## config.mk

```make
export PLATFORM = sky130hd
export DESIGN_NAME = rv32imfd_instruction_decoder
export DESIGN_NICKNAME = d
export VERILOG_FILES = /design/src/sv/rvdec_pkg.sv /design/src/sv/rvdec_classify.sv /design/src/sv/rvdec_fields.sv /design/src/sv/rv32imfd_instruction_decoder.sv
export SDC_FILE = /design/constraint.sdc
export NUM_CORES = 1
export LEC_CHECK = 0
export BUFFER_PORTS_ARGS = -buffer_cell sky130_fd_sc_hd__buf_4
export CAP_MARGIN = 20
export CORE_ASPECT_RATIO = 1.4
export CORE_MARGIN = 5
export CORE_UTILIZATION = 45
export CTS_CLUSTER_DIAMETER = 120
export CTS_CLUSTER_SIZE = 8
export DETAILED_ROUTE_END_ITERATION = 10
export PLACE_DENSITY = 0.68
export SYNTH_ARGS = -nofsm -noshare
export SYNTH_HDL_FRONTEND = slang
export SYNTH_SLANG_ARGS = --single-unit
```

## constraint.sdc

```tcl
create_clock -name aclk -period 14.2 [get_ports aclk]
set_clock_uncertainty 0.05 [all_clocks]
set_input_delay 2.84 -clock aclk [delete_from_list [all_inputs] [get_ports aclk]]
set_output_delay 2.84 -clock aclk [all_outputs]
set_load 0.1 [all_outputs]
```

## src/sv/rvdec_pkg.sv

```systemverilog
// rvdec_pkg: shared types and opcode constants of the rv32imfd instruction decoder
`timescale 1ns / 1ps

package rvdec_pkg;

    // major opcodes, bits 6:0 of the instruction word
    localparam logic [6:0] OPC_LUI      = 7'h37;
    localparam logic [6:0] OPC_AUIPC    = 7'h17;
    localparam logic [6:0] OPC_JAL      = 7'h6F;
    localparam logic [6:0] OPC_JALR     = 7'h67;
    localparam logic [6:0] OPC_BRANCH   = 7'h63;
    localparam logic [6:0] OPC_LOAD     = 7'h03;
    localparam logic [6:0] OPC_STORE    = 7'h23;
    localparam logic [6:0] OPC_OP_IMM   = 7'h13;
    localparam logic [6:0] OPC_OP       = 7'b0110011;
    localparam logic [6:0] OPC_MISC_MEM = 7'h0F;
    localparam logic [6:0] OPC_SYSTEM   = 7'b1110011;
    localparam logic [6:0] OPC_LOAD_FP  = 7'h07;
    localparam logic [6:0] OPC_STORE_FP = 7'h27;
    localparam logic [6:0] OPC_MADD     = 7'h43;
    localparam logic [6:0] OPC_MSUB     = 7'h47;
    localparam logic [6:0] OPC_NMSUB    = 7'h4B;
    localparam logic [6:0] OPC_NMADD    = 7'h4F;
    localparam logic [6:0] OPC_OP_FP    = 7'b1010011;

    // funct7 codes of the OP-FP opcode
    localparam logic [6:0] F7_FADD_S   = 7'h00;
    localparam logic [6:0] F7_FADD_D   = 7'h01;
    localparam logic [6:0] F7_FSUB_S   = 7'h04;
    localparam logic [6:0] F7_FSUB_D   = 7'h05;
    localparam logic [6:0] F7_FMUL_S   = 7'h08;
    localparam logic [6:0] F7_FMUL_D   = 7'h09;
    localparam logic [6:0] F7_FDIV_S   = 7'h0C;
    localparam logic [6:0] F7_FDIV_D   = 7'h0D;
    localparam logic [6:0] F7_FSGNJ_S  = 7'h10;
    localparam logic [6:0] F7_FSGNJ_D  = 7'h11;
    localparam logic [6:0] F7_FMINX_S  = 7'h14;
    localparam logic [6:0] F7_FMINX_D  = 7'h15;
    localparam logic [6:0] F7_FCVT_SD  = 7'h20;
    localparam logic [6:0] F7_FCVT_DS  = 7'h21;
    localparam logic [6:0] F7_FSQRT_S  = 7'h2C;
    localparam logic [6:0] F7_FSQRT_D  = 7'h2D;
    localparam logic [6:0] F7_FCMP_S   = 7'h50;
    localparam logic [6:0] F7_FCMP_D   = 7'h51;
    localparam logic [6:0] F7_FCVT_WS  = 7'h60;
    localparam logic [6:0] F7_FCVT_WD  = 7'h61;
    localparam logic [6:0] F7_FCVT_SW  = 7'h68;
    localparam logic [6:0] F7_FCVT_DW  = 7'h69;
    localparam logic [6:0] F7_FMV_XW   = 7'h70;
    localparam logic [6:0] F7_FCLASS_D = 7'h71;
    localparam logic [6:0] F7_FMV_WX   = 7'h78;

    // dense mnemonic codes, zero means no match
    typedef enum logic [6:0] {
        INST_NONE = 7'd0,
        INST_LUI, INST_AUIPC, INST_JAL, INST_JALR,
        INST_BEQ, INST_BNE, INST_BLT, INST_BGE, INST_BLTU, INST_BGEU,
        INST_LB, INST_LH, INST_LW, INST_LBU, INST_LHU,
        INST_SB, INST_SH, INST_SW,
        INST_ADDI, INST_SLTI, INST_SLTIU, INST_XORI, INST_ORI, INST_ANDI,
        INST_SLLI, INST_SRLI, INST_SRAI,
        INST_ADD, INST_SUB, INST_SLL, INST_SLT, INST_SLTU, INST_XOR, INST_SRL,
        INST_SRA, INST_OR, INST_AND,
        INST_ECALL, INST_EBREAK, INST_CSRRW, INST_CSRRS, INST_CSRRC,
        INST_CSRRWI, INST_CSRRSI, INST_CSRRCI,
        INST_MUL, INST_MULH, INST_MULHSU, INST_MULHU, INST_DIV, INST_DIVU,
        INST_REM, INST_REMU,
        INST_FLW, INST_FSW, INST_FMADD_S, INST_FMSUB_S, INST_FNMSUB_S, INST_FNMADD_S,
        INST_FADD_S, INST_FSUB_S, INST_FMUL_S, INST_FDIV_S, INST_FSQRT_S,
        INST_FSGNJ_S, INST_FSGNJN_S, INST_FSGNJX_S, INST_FMIN_S, INST_FMAX_S,
        INST_FCVT_W_S, INST_FCVT_WU_S, INST_FMV_X_W, INST_FEQ_S, INST_FLT_S,
        INST_FLE_S, INST_FCLASS_S, INST_FCVT_S_W, INST_FCVT_S_WU, INST_FMV_W_X,
        INST_FLD, INST_FSD, INST_FMADD_D, INST_FMSUB_D, INST_FNMSUB_D, INST_FNMADD_D,
        INST_FADD_D, INST_FSUB_D, INST_FMUL_D, INST_FDIV_D, INST_FSQRT_D,
        INST_FSGNJ_D, INST_FSGNJN_D, INST_FSGNJX_D, INST_FMIN_D, INST_FMAX_D,
        INST_FCVT_S_D, INST_FCVT_D_S, INST_FEQ_D, INST_FLT_D, INST_FLE_D,
        INST_FCLASS_D, INST_FCVT_W_D, INST_FCVT_WU_D, INST_FCVT_D_W, INST_FCVT_D_WU
    } inst_type_t;

    typedef enum logic [2:0] {
        FMT_R  = 3'd0,
        FMT_I  = 3'd1,
        FMT_S  = 3'd2,
        FMT_B  = 3'd3,
        FMT_U  = 3'd4,
        FMT_J  = 3'd5,
        FMT_R4 = 3'd6
    } fmt_t;

    // one decoded instruction
    typedef struct packed {
        inst_type_t         inst_type;
        logic               illegal;
        fmt_t               format;
        logic [4:0]         rd;
        logic [4:0]         rs1;
        logic [4:0]         rs2;
        logic [4:0]         rs3;
        logic [2:0]         round_mode;
        logic signed [31:0] immediate;
    } dec_result_t;

endpackage

```

## src/sv/rvdec_classify.sv

```systemverilog
// rvdec_classify: maps an instruction word to its mnemonic code
`timescale 1ns / 1ps

module rvdec_classify (
    input  logic [31:0]            instruction,
    output rvdec_pkg::inst_type_t  inst_type
);

    logic [6:0] opc;
    logic [2:0] f3;
    logic [6:0] f7;
    logic       f2_nz;
    logic       r2_nz;

    assign opc   = instruction[6:0];
    assign f3    = instruction[14:12];
    assign f7    = instruction[31:25];
    assign f2_nz = |instruction[26:25];
    assign r2_nz = |instruction[24:20];

    always_comb begin
        inst_type = rvdec_pkg::INST_NONE;
        case (opc)
            rvdec_pkg::OPC_LUI:      inst_type = rvdec_pkg::INST_LUI;
            rvdec_pkg::OPC_AUIPC:    inst_type = rvdec_pkg::INST_AUIPC;
            rvdec_pkg::OPC_JAL:      inst_type = rvdec_pkg::INST_JAL;
            rvdec_pkg::OPC_JALR:     inst_type = rvdec_pkg::INST_JALR;
            rvdec_pkg::OPC_BRANCH: begin
                case (f3)
                    3'd0:    inst_type = rvdec_pkg::INST_BEQ;
                    3'd1:    inst_type = rvdec_pkg::INST_BNE;
                    3'd4:    inst_type = rvdec_pkg::INST_BLT;
                    3'd5:    inst_type = rvdec_pkg::INST_BGE;
                    3'd6:    inst_type = rvdec_pkg::INST_BLTU;
                    3'd7:    inst_type = rvdec_pkg::INST_BGEU;
                    default: inst_type = rvdec_pkg::INST_NONE;
                endcase
            end
            rvdec_pkg::OPC_LOAD: begin
                case (f3)
                    3'd0:    inst_type = rvdec_pkg::INST_LB;
                    3'd1:    inst_type = rvdec_pkg::INST_LH;
                    3'd2:    inst_type = rvdec_pkg::INST_LW;
                    3'd4:    inst_type = rvdec_pkg::INST_LBU;
                    3'd5:    inst_type = rvdec_pkg::INST_LHU;
                    default: inst_type = rvdec_pkg::INST_NONE;
                endcase
            end
            rvdec_pkg::OPC_STORE: begin
                case (f3)
                    3'd0:    inst_type = rvdec_pkg::INST_SB;
                    3'd1:    inst_type = rvdec_pkg::INST_SH;
                    3'd2:    inst_type = rvdec_pkg::INST_SW;
                    default: inst_type = rvdec_pkg::INST_NONE;
                endcase
            end
            rvdec_pkg::OPC_OP_IMM: begin
                case (f3)
                    3'd0:    inst_type = rvdec_pkg::INST_ADDI;
                    3'd1:    inst_type = rvdec_pkg::INST_SLLI;
                    3'd2:    inst_type = rvdec_pkg::INST_SLTI;
                    3'd3:    inst_type = rvdec_pkg::INST_SLTIU;
                    3'd4:    inst_type = rvdec_pkg::INST_XORI;
                    3'd5:    inst_type = (|f7) ? rvdec_pkg::INST_SRAI : rvdec_pkg::INST_SRLI;
                    3'd6:    inst_type = rvdec_pkg::INST_ORI;
                    default: inst_type = rvdec_pkg::INST_ANDI;
                endcase
            end
            rvdec_pkg::OPC_OP: begin
                if (f7[0]) begin
                    // multiply/divide extension
                    case (f3)
                        3'd0:    inst_type = rvdec_pkg::INST_MUL;
                        3'd1:    inst_type = rvdec_pkg::INST_MULH;
                        3'd2:    inst_type = rvdec_pkg::INST_MULHSU;
                        3'd3:    inst_type = rvdec_pkg::INST_MULHU;
                        3'd4:    inst_type = rvdec_pkg::INST_DIV;
                        3'd5:    inst_type = rvdec_pkg::INST_DIVU;
                        3'd6:    inst_type = rvdec_pkg::INST_REM;
                        default: inst_type = rvdec_pkg::INST_REMU;
                    endcase
                end else begin
                    case (f3)
                        3'd0:    inst_type = (|f7) ? rvdec_pkg::INST_SUB : rvdec_pkg::INST_ADD;
                        3'd1:    inst_type = rvdec_pkg::INST_SLL;
                        3'd2:    inst_type = rvdec_pkg::INST_SLT;
                        3'd3:    inst_type = rvdec_pkg::INST_SLTU;
                        3'd4:    inst_type = rvdec_pkg::INST_XOR;
                        3'd5:    inst_type = (|f7) ? rvdec_pkg::INST_SRA : rvdec_pkg::INST_SRL;
                        3'd6:    inst_type = rvdec_pkg::INST_OR;
                        default: inst_type = rvdec_pkg::INST_AND;
                    endcase
                end
            end
            // fence is treated as a plain add
            rvdec_pkg::OPC_MISC_MEM: inst_type = rvdec_pkg::INST_ADD;
            rvdec_pkg::OPC_SYSTEM: begin
                case (f3)
                    3'd0:    inst_type = (|instruction[31:20]) ? rvdec_pkg::INST_EBREAK
                                                               : rvdec_pkg::INST_ECALL;
                    3'd1:    inst_type = rvdec_pkg::INST_CSRRW;
                    3'd2:    inst_type = rvdec_pkg::INST_CSRRS;
                    3'd3:    inst_type = rvdec_pkg::INST_CSRRC;
                    3'd5:    inst_type = rvdec_pkg::INST_CSRRWI;
                    3'd6:    inst_type = rvdec_pkg::INST_CSRRSI;
                    3'd7:    inst_type = rvdec_pkg::INST_CSRRCI;
                    default: inst_type = rvdec_pkg::INST_NONE;
                endcase
            end
            rvdec_pkg::OPC_LOAD_FP:
                inst_type = f3[0] ? rvdec_pkg::INST_FLD : rvdec_pkg::INST_FLW;
            rvdec_pkg::OPC_STORE_FP:
                inst_type = f3[0] ? rvdec_pkg::INST_FSD : rvdec_pkg::INST_FSW;
            rvdec_pkg::OPC_MADD:
                inst_type = f2_nz ? rvdec_pkg::INST_FMADD_D : rvdec_pkg::INST_FMADD_S;
            rvdec_pkg::OPC_MSUB:
                inst_type = f2_nz ? rvdec_pkg::INST_FMSUB_D : rvdec_pkg::INST_FMSUB_S;
            rvdec_pkg::OPC_NMSUB:
                inst_type = f2_nz ? rvdec_pkg::INST_FNMSUB_D : rvdec_pkg::INST_FNMSUB_S;
            rvdec_pkg::OPC_NMADD:
                inst_type = f2_nz ? rvdec_pkg::INST_FNMADD_D : rvdec_pkg::INST_FNMADD_S;
            rvdec_pkg::OPC_OP_FP: begin
                case (f7)
                    rvdec_pkg::F7_FADD_S:  inst_type = rvdec_pkg::INST_FADD_S;
                    rvdec_pkg::F7_FADD_D:  inst_type = rvdec_pkg::INST_FADD_D;
                    rvdec_pkg::F7_FSUB_S:  inst_type = rvdec_pkg::INST_FSUB_S;
                    rvdec_pkg::F7_FSUB_D:  inst_type = rvdec_pkg::INST_FSUB_D;
                    rvdec_pkg::F7_FMUL_S:  inst_type = rvdec_pkg::INST_FMUL_S;
                    rvdec_pkg::F7_FMUL_D:  inst_type = rvdec_pkg::INST_FMUL_D;
                    rvdec_pkg::F7_FDIV_S:  inst_type = rvdec_pkg::INST_FDIV_S;
                    rvdec_pkg::F7_FDIV_D:  inst_type = rvdec_pkg::INST_FDIV_D;
                    rvdec_pkg::F7_FSGNJ_S: begin
                        case (f3)
                            3'd0:    inst_type = rvdec_pkg::INST_FSGNJ_S;
                            3'd1:    inst_type = rvdec_pkg::INST_FSGNJN_S;
                            3'd2:    inst_type = rvdec_pkg::INST_FSGNJX_S;
                            default: inst_type = rvdec_pkg::INST_NONE;
                        endcase
                    end
                    rvdec_pkg::F7_FSGNJ_D: begin
                        case (f3)
                            3'd0:    inst_type = rvdec_pkg::INST_FSGNJ_D;
                            3'd1:    inst_type = rvdec_pkg::INST_FSGNJN_D;
                            3'd2:    inst_type = rvdec_pkg::INST_FSGNJX_D;
                            default: inst_type = rvdec_pkg::INST_NONE;
                        endcase
                    end
                    rvdec_pkg::F7_FMINX_S:
                        inst_type = (|f3) ? rvdec_pkg::INST_FMAX_S : rvdec_pkg::INST_FMIN_S;
                    rvdec_pkg::F7_FMINX_D:
                        inst_type = (|f3) ? rvdec_pkg::INST_FMAX_D : rvdec_pkg::INST_FMIN_D;
                    rvdec_pkg::F7_FCVT_SD: inst_type = rvdec_pkg::INST_FCVT_S_D;
                    rvdec_pkg::F7_FCVT_DS: inst_type = rvdec_pkg::INST_FCVT_D_S;
                    rvdec_pkg::F7_FSQRT_S: inst_type = rvdec_pkg::INST_FSQRT_S;
                    rvdec_pkg::F7_FSQRT_D: inst_type = rvdec_pkg::INST_FSQRT_D;
                    rvdec_pkg::F7_FCMP_S: begin
                        case (f3)
                            3'd0:    inst_type = rvdec_pkg::INST_FLE_S;
                            3'd1:    inst_type = rvdec_pkg::INST_FLT_S;
                            3'd2:    inst_type = rvdec_pkg::INST_FEQ_S;
                            default: inst_type = rvdec_pkg::INST_NONE;
                        endcase
                    end
                    rvdec_pkg::F7_FCMP_D: begin
                        case (f3)
                            3'd0:    inst_type = rvdec_pkg::INST_FLE_D;
                            3'd1:    inst_type = rvdec_pkg::INST_FLT_D;
                            3'd2:    inst_type = rvdec_pkg::INST_FEQ_D;
                            default: inst_type = rvdec_pkg::INST_NONE;
                        endcase
                    end
                    rvdec_pkg::F7_FCVT_WS:
                        inst_type = r2_nz ? rvdec_pkg::INST_FCVT_WU_S : rvdec_pkg::INST_FCVT_W_S;
                    rvdec_pkg::F7_FCVT_WD:
                        inst_type = r2_nz ? rvdec_pkg::INST_FCVT_WU_D : rvdec_pkg::INST_FCVT_W_D;
                    rvdec_pkg::F7_FCVT_SW:
                        inst_type = r2_nz ? rvdec_pkg::INST_FCVT_S_WU : rvdec_pkg::INST_FCVT_S_W;
                    rvdec_pkg::F7_FCVT_DW:
                        inst_type = r2_nz ? rvdec_pkg::INST_FCVT_D_WU : rvdec_pkg::INST_FCVT_D_W;
                    rvdec_pkg::F7_FMV_XW:
                        inst_type = (|f3) ? rvdec_pkg::INST_FCLASS_S : rvdec_pkg::INST_FMV_X_W;
                    rvdec_pkg::F7_FCLASS_D: inst_type = rvdec_pkg::INST_FCLASS_D;
                    rvdec_pkg::F7_FMV_WX:   inst_type = rvdec_pkg::INST_FMV_W_X;
                    default:                inst_type = rvdec_pkg::INST_NONE;
                endcase
            end
            default: inst_type = rvdec_pkg::INST_NONE;
        endcase
    end

endmodule

```

## src/sv/rvdec_fields.sv

```systemverilog
// rvdec_fields: format lookup, register fields and immediate extraction
`timescale 1ns / 1ps

module rvdec_fields (
    input  logic [31:0]             instruction,
    input  rvdec_pkg::inst_type_t   inst_type,
    output rvdec_pkg::dec_result_t  result
);

    rvdec_pkg::fmt_t fmt;

    always_comb begin
        if (inst_type == rvdec_pkg::INST_LUI || inst_type == rvdec_pkg::INST_AUIPC) begin
            fmt = rvdec_pkg::FMT_U;
        end else if (inst_type == rvdec_pkg::INST_JAL) begin
            fmt = rvdec_pkg::FMT_J;
        end else if (inst_type inside {rvdec_pkg::INST_JALR, rvdec_pkg::INST_FLW,
                                       rvdec_pkg::INST_FLD,
                                       [rvdec_pkg::INST_LB:rvdec_pkg::INST_LHU],
                                       [rvdec_pkg::INST_ADDI:rvdec_pkg::INST_SRAI],
                                       [rvdec_pkg::INST_ECALL:rvdec_pkg::INST_CSRRCI]}) begin
            fmt = rvdec_pkg::FMT_I;
        end else if (inst_type inside {[rvdec_pkg::INST_BEQ:rvdec_pkg::INST_BGEU]}) begin
            fmt = rvdec_pkg::FMT_B;
        end else if (inst_type inside {rvdec_pkg::INST_FSW, rvdec_pkg::INST_FSD,
                                       [rvdec_pkg::INST_SB:rvdec_pkg::INST_SW]}) begin
            fmt = rvdec_pkg::FMT_S;
        end else if (inst_type inside {[rvdec_pkg::INST_FMADD_S:rvdec_pkg::INST_FNMADD_S],
                                       [rvdec_pkg::INST_FMADD_D:rvdec_pkg::INST_FNMADD_D]}) begin
            fmt = rvdec_pkg::FMT_R4;
        end else begin
            fmt = rvdec_pkg::FMT_R;
        end
    end

    always_comb begin
        result            = '0;
        result.inst_type  = inst_type;
        result.illegal    = (inst_type == rvdec_pkg::INST_NONE);
        if (inst_type != rvdec_pkg::INST_NONE) begin
            result.format = fmt;
            case (fmt)
                rvdec_pkg::FMT_R: begin
                    result.rd         = instruction[11:7];
                    result.rs1        = instruction[19:15];
                    result.rs2        = instruction[24:20];
                    result.round_mode = instruction[14:12];
                end
                rvdec_pkg::FMT_I: begin
                    result.rd        = instruction[11:7];
                    result.rs1       = instruction[19:15];
                    result.immediate = {{20{instruction[31]}}, instruction[31:20]};
                end
                rvdec_pkg::FMT_S: begin
                    result.rs1       = instruction[19:15];
                    result.rs2       = instruction[24:20];
                    result.immediate = {{20{instruction[31]}}, instruction[31:25],
                                        instruction[11:7]};
                end
                rvdec_pkg::FMT_B: begin
                    result.rs1       = instruction[19:15];
                    result.rs2       = instruction[24:20];
                    result.immediate = {{19{instruction[31]}}, instruction[31], instruction[7],
                                        instruction[30:25], instruction[11:8], 1'b0};
                end
                rvdec_pkg::FMT_U: begin
                    result.rd        = instruction[11:7];
                    result.immediate = {instruction[31:12], 12'd0};
                end
                rvdec_pkg::FMT_J: begin
                    result.rd        = instruction[11:7];
                    result.immediate = {{11{instruction[31]}}, instruction[31],
                                        instruction[19:12], instruction[20],
                                        instruction[30:21], 1'b0};
                end
                default: begin
                    // fused multiply-add
                    result.rd         = instruction[11:7];
                    result.rs1        = instruction[19:15];
                    result.rs2        = instruction[24:20];
                    result.rs3        = instruction[31:27];
                    result.round_mode = instruction[14:12];
                end
            endcase
        end
    end

endmodule

```

## src/sv/rv32imfd_instruction_decoder.sv

```systemverilog
// rv32imfd_instruction_decoder: stream wrapper with input and result registers
`timescale 1ns / 1ps

// Decodes one 32-bit RV32IMFD instruction word per transaction into a mnemonic
// code, the encoding format, the register fields, the rounding mode and the
// sign-extended immediate. An instruction is taken every clock cycle unless
// both registers are full and the output is stalled; each word is held in the
// input register, decoded by the combinational logic between the two
// registers and then held in the result register. A stalled result holds in
// the result register while the input register still takes a new word, and
// ready drops on the input side only when both registers are full and the
// output is stalled. Words that match no supported instruction come back with
// tuser (illegal) high and all of tdata zero; fields a format does not use
// read as zero.
module rv32imfd_instruction_decoder (
    input  logic        aclk,
    input  logic        aresetn,

    input  logic        s_axis_tvalid,
    output logic        s_axis_tready,
    input  logic [31:0] s_axis_tdata,   // [31:0] instruction

    output logic        m_axis_tvalid,
    input  logic        m_axis_tready,
    // [6:0] inst_type, [9:7] format, [14:10] rd, [19:15] rs1, [24:20] rs2,
    // [29:25] rs3, [32:30] round_mode, [64:33] immediate, [71:65] zero
    output logic [71:0] m_axis_tdata,
    output logic        m_axis_tuser    // [0] illegal
);

    // input register
    logic        in_valid_reg;
    logic        in_valid_next;
    logic [31:0] in_word_reg;

    // result register
    logic                   out_valid_reg;
    logic                   out_valid_next;
    rvdec_pkg::dec_result_t out_result_reg;

    // decode path
    rvdec_pkg::inst_type_t  dec_type;
    rvdec_pkg::dec_result_t dec_result;

    logic in_accept;
    logic out_load;

    // result register frees up when empty or drained this cycle
    assign out_load      = !out_valid_reg || m_axis_tready;
    // input register frees up when empty or moving on to the result register
    assign s_axis_tready = !in_valid_reg || out_load;
    assign in_accept     = s_axis_tvalid && s_axis_tready;

    always_comb begin
        in_valid_next = in_valid_reg;
        if (in_accept) begin
            in_valid_next = 1'b1;
        end else if (out_load) begin
            in_valid_next = 1'b0;
        end
    end

    always_comb begin
        out_valid_next = out_valid_reg;
        if (out_load) begin
            out_valid_next = in_valid_reg;
        end
    end

    always_ff @(posedge aclk) begin
        if (!aresetn) begin
            in_valid_reg  <= 1'b0;
            out_valid_reg <= 1'b0;
        end else begin
            in_valid_reg  <= in_valid_next;
            out_valid_reg <= out_valid_next;
        end
    end

    // payload registers, no reset needed
    always_ff @(posedge aclk) begin
        if (in_accept) begin
            in_word_reg <= s_axis_tdata;
        end
        if (out_load && in_valid_reg) begin
            out_result_reg <= dec_result;
        end
    end

    // opcode and function bit classification
    rvdec_classify u_classify (
        .instruction (in_word_reg),
        .inst_type   (dec_type)
    );

    // format, register fields and immediate
    rvdec_fields u_fields (
        .instruction (in_word_reg),
        .inst_type   (dec_type),
        .result      (dec_result)
    );

    assign m_axis_tvalid = out_valid_reg;
    assign m_axis_tuser  = out_result_reg.illegal;
    assign m_axis_tdata  = {7'd0,
                            out_result_reg.immediate,
                            out_result_reg.round_mode,
                            out_result_reg.rs3,
                            out_result_reg.rs2,
                            out_result_reg.rs1,
                            out_result_reg.rd,
                            out_result_reg.format,
                            out_result_reg.inst_type};

    // an illegal word carries an all-zero payload
    a_illegal_zero: assert property (@(posedge aclk) disable iff (!aresetn)
        (m_axis_tvalid && m_axis_tuser) |-> (m_axis_tdata == 72'd0))
        else $error("illegal result with nonzero payload");

    // illegal flag matches a zero mnemonic code
    a_illegal_code: assert property (@(posedge aclk) disable iff (!aresetn)
        m_axis_tvalid |-> (m_axis_tuser == (m_axis_tdata[6:0] == 7'd0)))
        else $error("illegal flag disagrees with mnemonic code");

    // rs3 only comes with the fused multiply-add format
    a_rs3_r4: assert property (@(posedge aclk) disable iff (!aresetn)
        (m_axis_tvalid && (m_axis_tdata[29:25] != 5'd0))
            |-> (m_axis_tdata[9:7] == rvdec_pkg::FMT_R4))
        else $error("rs3 set outside fused multiply-add format");

    // a held input word moves into a free result register on the next edge
    a_advance: assert property (@(posedge aclk) disable iff (!aresetn)
        (in_valid_reg && out_load) |=> out_valid_reg)
        else $error("decoded word lost between stages");

endmodule

```

==> flow_summary_export.csv <==
group,metric,value,unit
drt,drcViolationCount,0,
cts,clkSinkCount,100,
drt,wl,15300,um
cts,cts_resized,0,
timing,drv_slew,0,
synthesis,synth_warnings,0,
drt,wl_per_cell,20.71,um
global_routing,grt-ovfl-total,0,
pwr,seq_power_share,0.444,
floorplan,die_w,104.4,um
timing,timing.final.ws_setup,7.694,ns
global_routing,grt_max_degree,67,
placed_design,place_inst,722,
global_routing,grt_pass1_vias,4311,
cts,insertion_delay,0.35,ns
cts,cts_root_buffer,"clkbuf_16",
global_routing,antenna_found_initial,0,
synthesis,avgSynthCellArea,11.09,sq um
cells_and_area,final_nets,620,
cells_and_area,drive_above_1_share,0.2530,
synthesis,synthDistinctLibCells,81,
drt,postRouteAntennaNets,0,
worst_setup_path,crit_buf_inv,2,
floorplan,core,0.01231,sq mm
floorplan,die_y,142.1,um
placed_design,place_area,0.006397,sq mm
drt,dr.pass1.iters,5,
placed_design,numPortBuffers,103,
synthesis,synth_top_family_by_area,"simple AND/OR/NAND/NOR gates",
worst_setup_path,required,11.31,ns
min_path,hold_class,"register to register",
pwr,ir_drop,59.48,uV
cts,post_cts_buffers,0,
worst_setup_path,critical_path.top_delay_family,"simple AND/OR/NAND/NOR gates",
global_routing,grt_pass1_wl,24080,um
cts,cts_buffers,9,
timing,period_needed,6.506,ns
worst_setup_path,crit_fanout,4,
floorplan,die-area,0.01484,sq mm
worst_setup_path,cp-end-kind,"primary output",
floorplan,rows,48,
cells_and_area,final_area,0.006748,sq mm
timing,maxSlewHeadroom,0.3083,
synthesis,syn-instance-count,506,
cells_and_area,syn2layout_area_growth,20.25,%
timing,timing.final.crit_share,0.4582,
timing,hold_viol_final,0,
worst_setup_path,cpMostUsedCell,"buf_4",
cells_and_area,largest_register_ffs,65,
pwr,p_int,0.5466,mW
pwr,p_sw_frac,0.3304,
synthesis,synth_compound_area_frac,0.2011,
pwr,comb_power_share,0.217,
cts,cts_tree,"yes",
cells_and_area,fillers,1044,
placed_design,dp_hpwl,10910,um
cts,cts_max_level,3,
timing,rsz0062_at_grt,"false",
synthesis,async_flop_share,0,
cts,clk_transition_reported_paths,0.07,ns
worst_setup_path,crit_chain,"buf_4 -> nor2b_1 -> nand2_1 -> buf_4",
worst_setup_path,slowest_stage,"nor2b_1",
drt,via_per_inst,6.089,
synthesis,ys_ff_latch,100,
worst_setup_path,timing_worst_setup_path_type,"input port to primary output",
cells_and_area,final_common_cell,"buf_4",
worst_setup_path,max_stage_delay,0.31,ns
worst_setup_path,r2r_setup_slack,9.66,ns
pwr,clkPwrFrac,0.339,
run,maxCapViolCount,0,
placed_design,dp_slack,7.689,ns
worst_setup_path,worstPathArrival,3.62,ns
synthesis,muxShareOfSynthArea,0.003790,
drt,drtIter0Drc,379,
cells_and_area,diodes,0,
cts,cts_max_path_buffers,2,
timing,worst_slew_pin_slew,1.033,ns
synthesis,synth_xor_area_frac,0.004682,
pwr,switchingPower,0.2697,mW
pwr,finalPower,0.8164,mW
synthesis,syn-cell-area,0.005612,sq mm
synthesis,synthSimpleGateAreaFrac,0.2062,
global_routing,grtUsageTotal,0.2032,
placed_design,gp_congestion,0.9474,
synthesis,yosysSeqAreaShare,0.5315,
timing,setup_viol,0,
timing,holdWs,0.4792,ns
cells_and_area,layout_common_cells,"buf_4 (109), edfxtp_1 (98), nand2_1 (29)",
floorplan,start_util,0.4558,
cells_and_area,fin_util,0.5481,
floorplan,ioPinCount,111,
cells_and_area,fin_cells,739,
drt,vias,4500,
status,outcome,"completed",
synthesis,ys.flop_type,"edfxtp_1",
timing,clock.fmax,153.7,MHz
synthesis,synthAdderAreaFrac,0,
pwr,powerDensity,121.0,mW/mm^2
cts,holdBufCountCts,0,
timing,setup_tns,0,ns
pwr,p_leak,2.546,nW
synthesis,synth_edf_count,98,
worst_setup_path,start_kind,"input port",
per-layer routing:
metal	track usage	vias to the layer above	wire, um
li1	-	2127	-
met1	0.2520	2133	5974
met2	0.3492	200	7826
met3	0.02951	40	862
met4	0.09550	0	639
met5	0	-	0
cells by family after synthesis:
logic type / Yosys count
AO/OA/AOI/OAI: 143
XOR/XNOR: 3
buffers and inverters: 60
flip-flops: 100
multiplexers: 2
other: 1
AND/OR/NAND/NOR: 197
path summary, 6_finish.rpt:
check,startpoint,to,cells past startpoint
hold reg to reg,in_valid_reg$_SDFFE_PN0P_,m_axis_tvalid$_SDFFE_PN0P_,1
setup / recovery,m_axis_tready,s_axis_tready,4
hold / removal,in_valid_reg$_SDFFE_PN0P_,m_axis_tvalid$_SDFFE_PN0P_,1
setup reg to reg,in_word_reg[13]$_DFFE_PP_,m_axis_tdata[63]$_SDFFCE_PP0P_,9
power by group through the flow:
| stage | combinational [mW] | clock (mW) | sequential (mW) |
|---|---|---|---|
| finish | 0.177 | 0.276 | 0.363 |
| global placement | 0.176 | 0 | 0.369 |
| global route | 0.186 | 0.294 | 0.365 |
| detailed placement | 0.177 | 0 | 0.369 |
| CTS | 0.178 | 0.282 | 0.362 |
| floorplan | 0.0654 | 0 | 0.441 |
cells in the mapped netlist (6+ instances only):
cell | n | share of area
clkbuf_1 | 19 | 0.013
edfxtp_1 | 98 | 0.52
o21a_1 | 6 | 0.0080
o21ai_0 | 14 | 0.012
nor4_1 | 7 | 0.0078
a211oi_1 | 6 | 0.0080
nor2_1 | 26 | 0.017
a31oi_1 | 18 | 0.020
nand2b_1 | 17 | 0.019
inv_1 | 10 | 0.0067
a21oi_1 | 14 | 0.012
nand3b_1 | 6 | 0.0080
buf_2 | 17 | 0.015
and3_1 | 12 | 0.013
buf_4 | 10 | 0.013
nand3_1 | 21 | 0.019
nand2_1 | 29 | 0.019
a21o_1 | 16 | 0.021
nor3_1 | 16 | 0.014
nor2b_1 | 19 | 0.021
a221o_1 | 9 | 0.016
o211ai_1 | 6 | 0.0080
cell type report:
| type | count | area (sq um) | area share |
|---|---|---|---|
| Tap cell | 150 | 187.7 | 0.02781 |
| Multi-Input combinational cell | 352 | 2367 | 0.3508 |
| Clock inverter | 7 | 117.6 | 0.01743 |
| Sequential cell | 100 | 2983 | 0.4421 |
| Clock buffer | 9 | 225.2 | 0.03338 |
| Inverter | 11 | 41.29 | 0.006119 |
| Timing Repair Buffer | 110 | 825.8 | 0.1224 |
No activity file was read; power rests on OpenSTA's default activity.
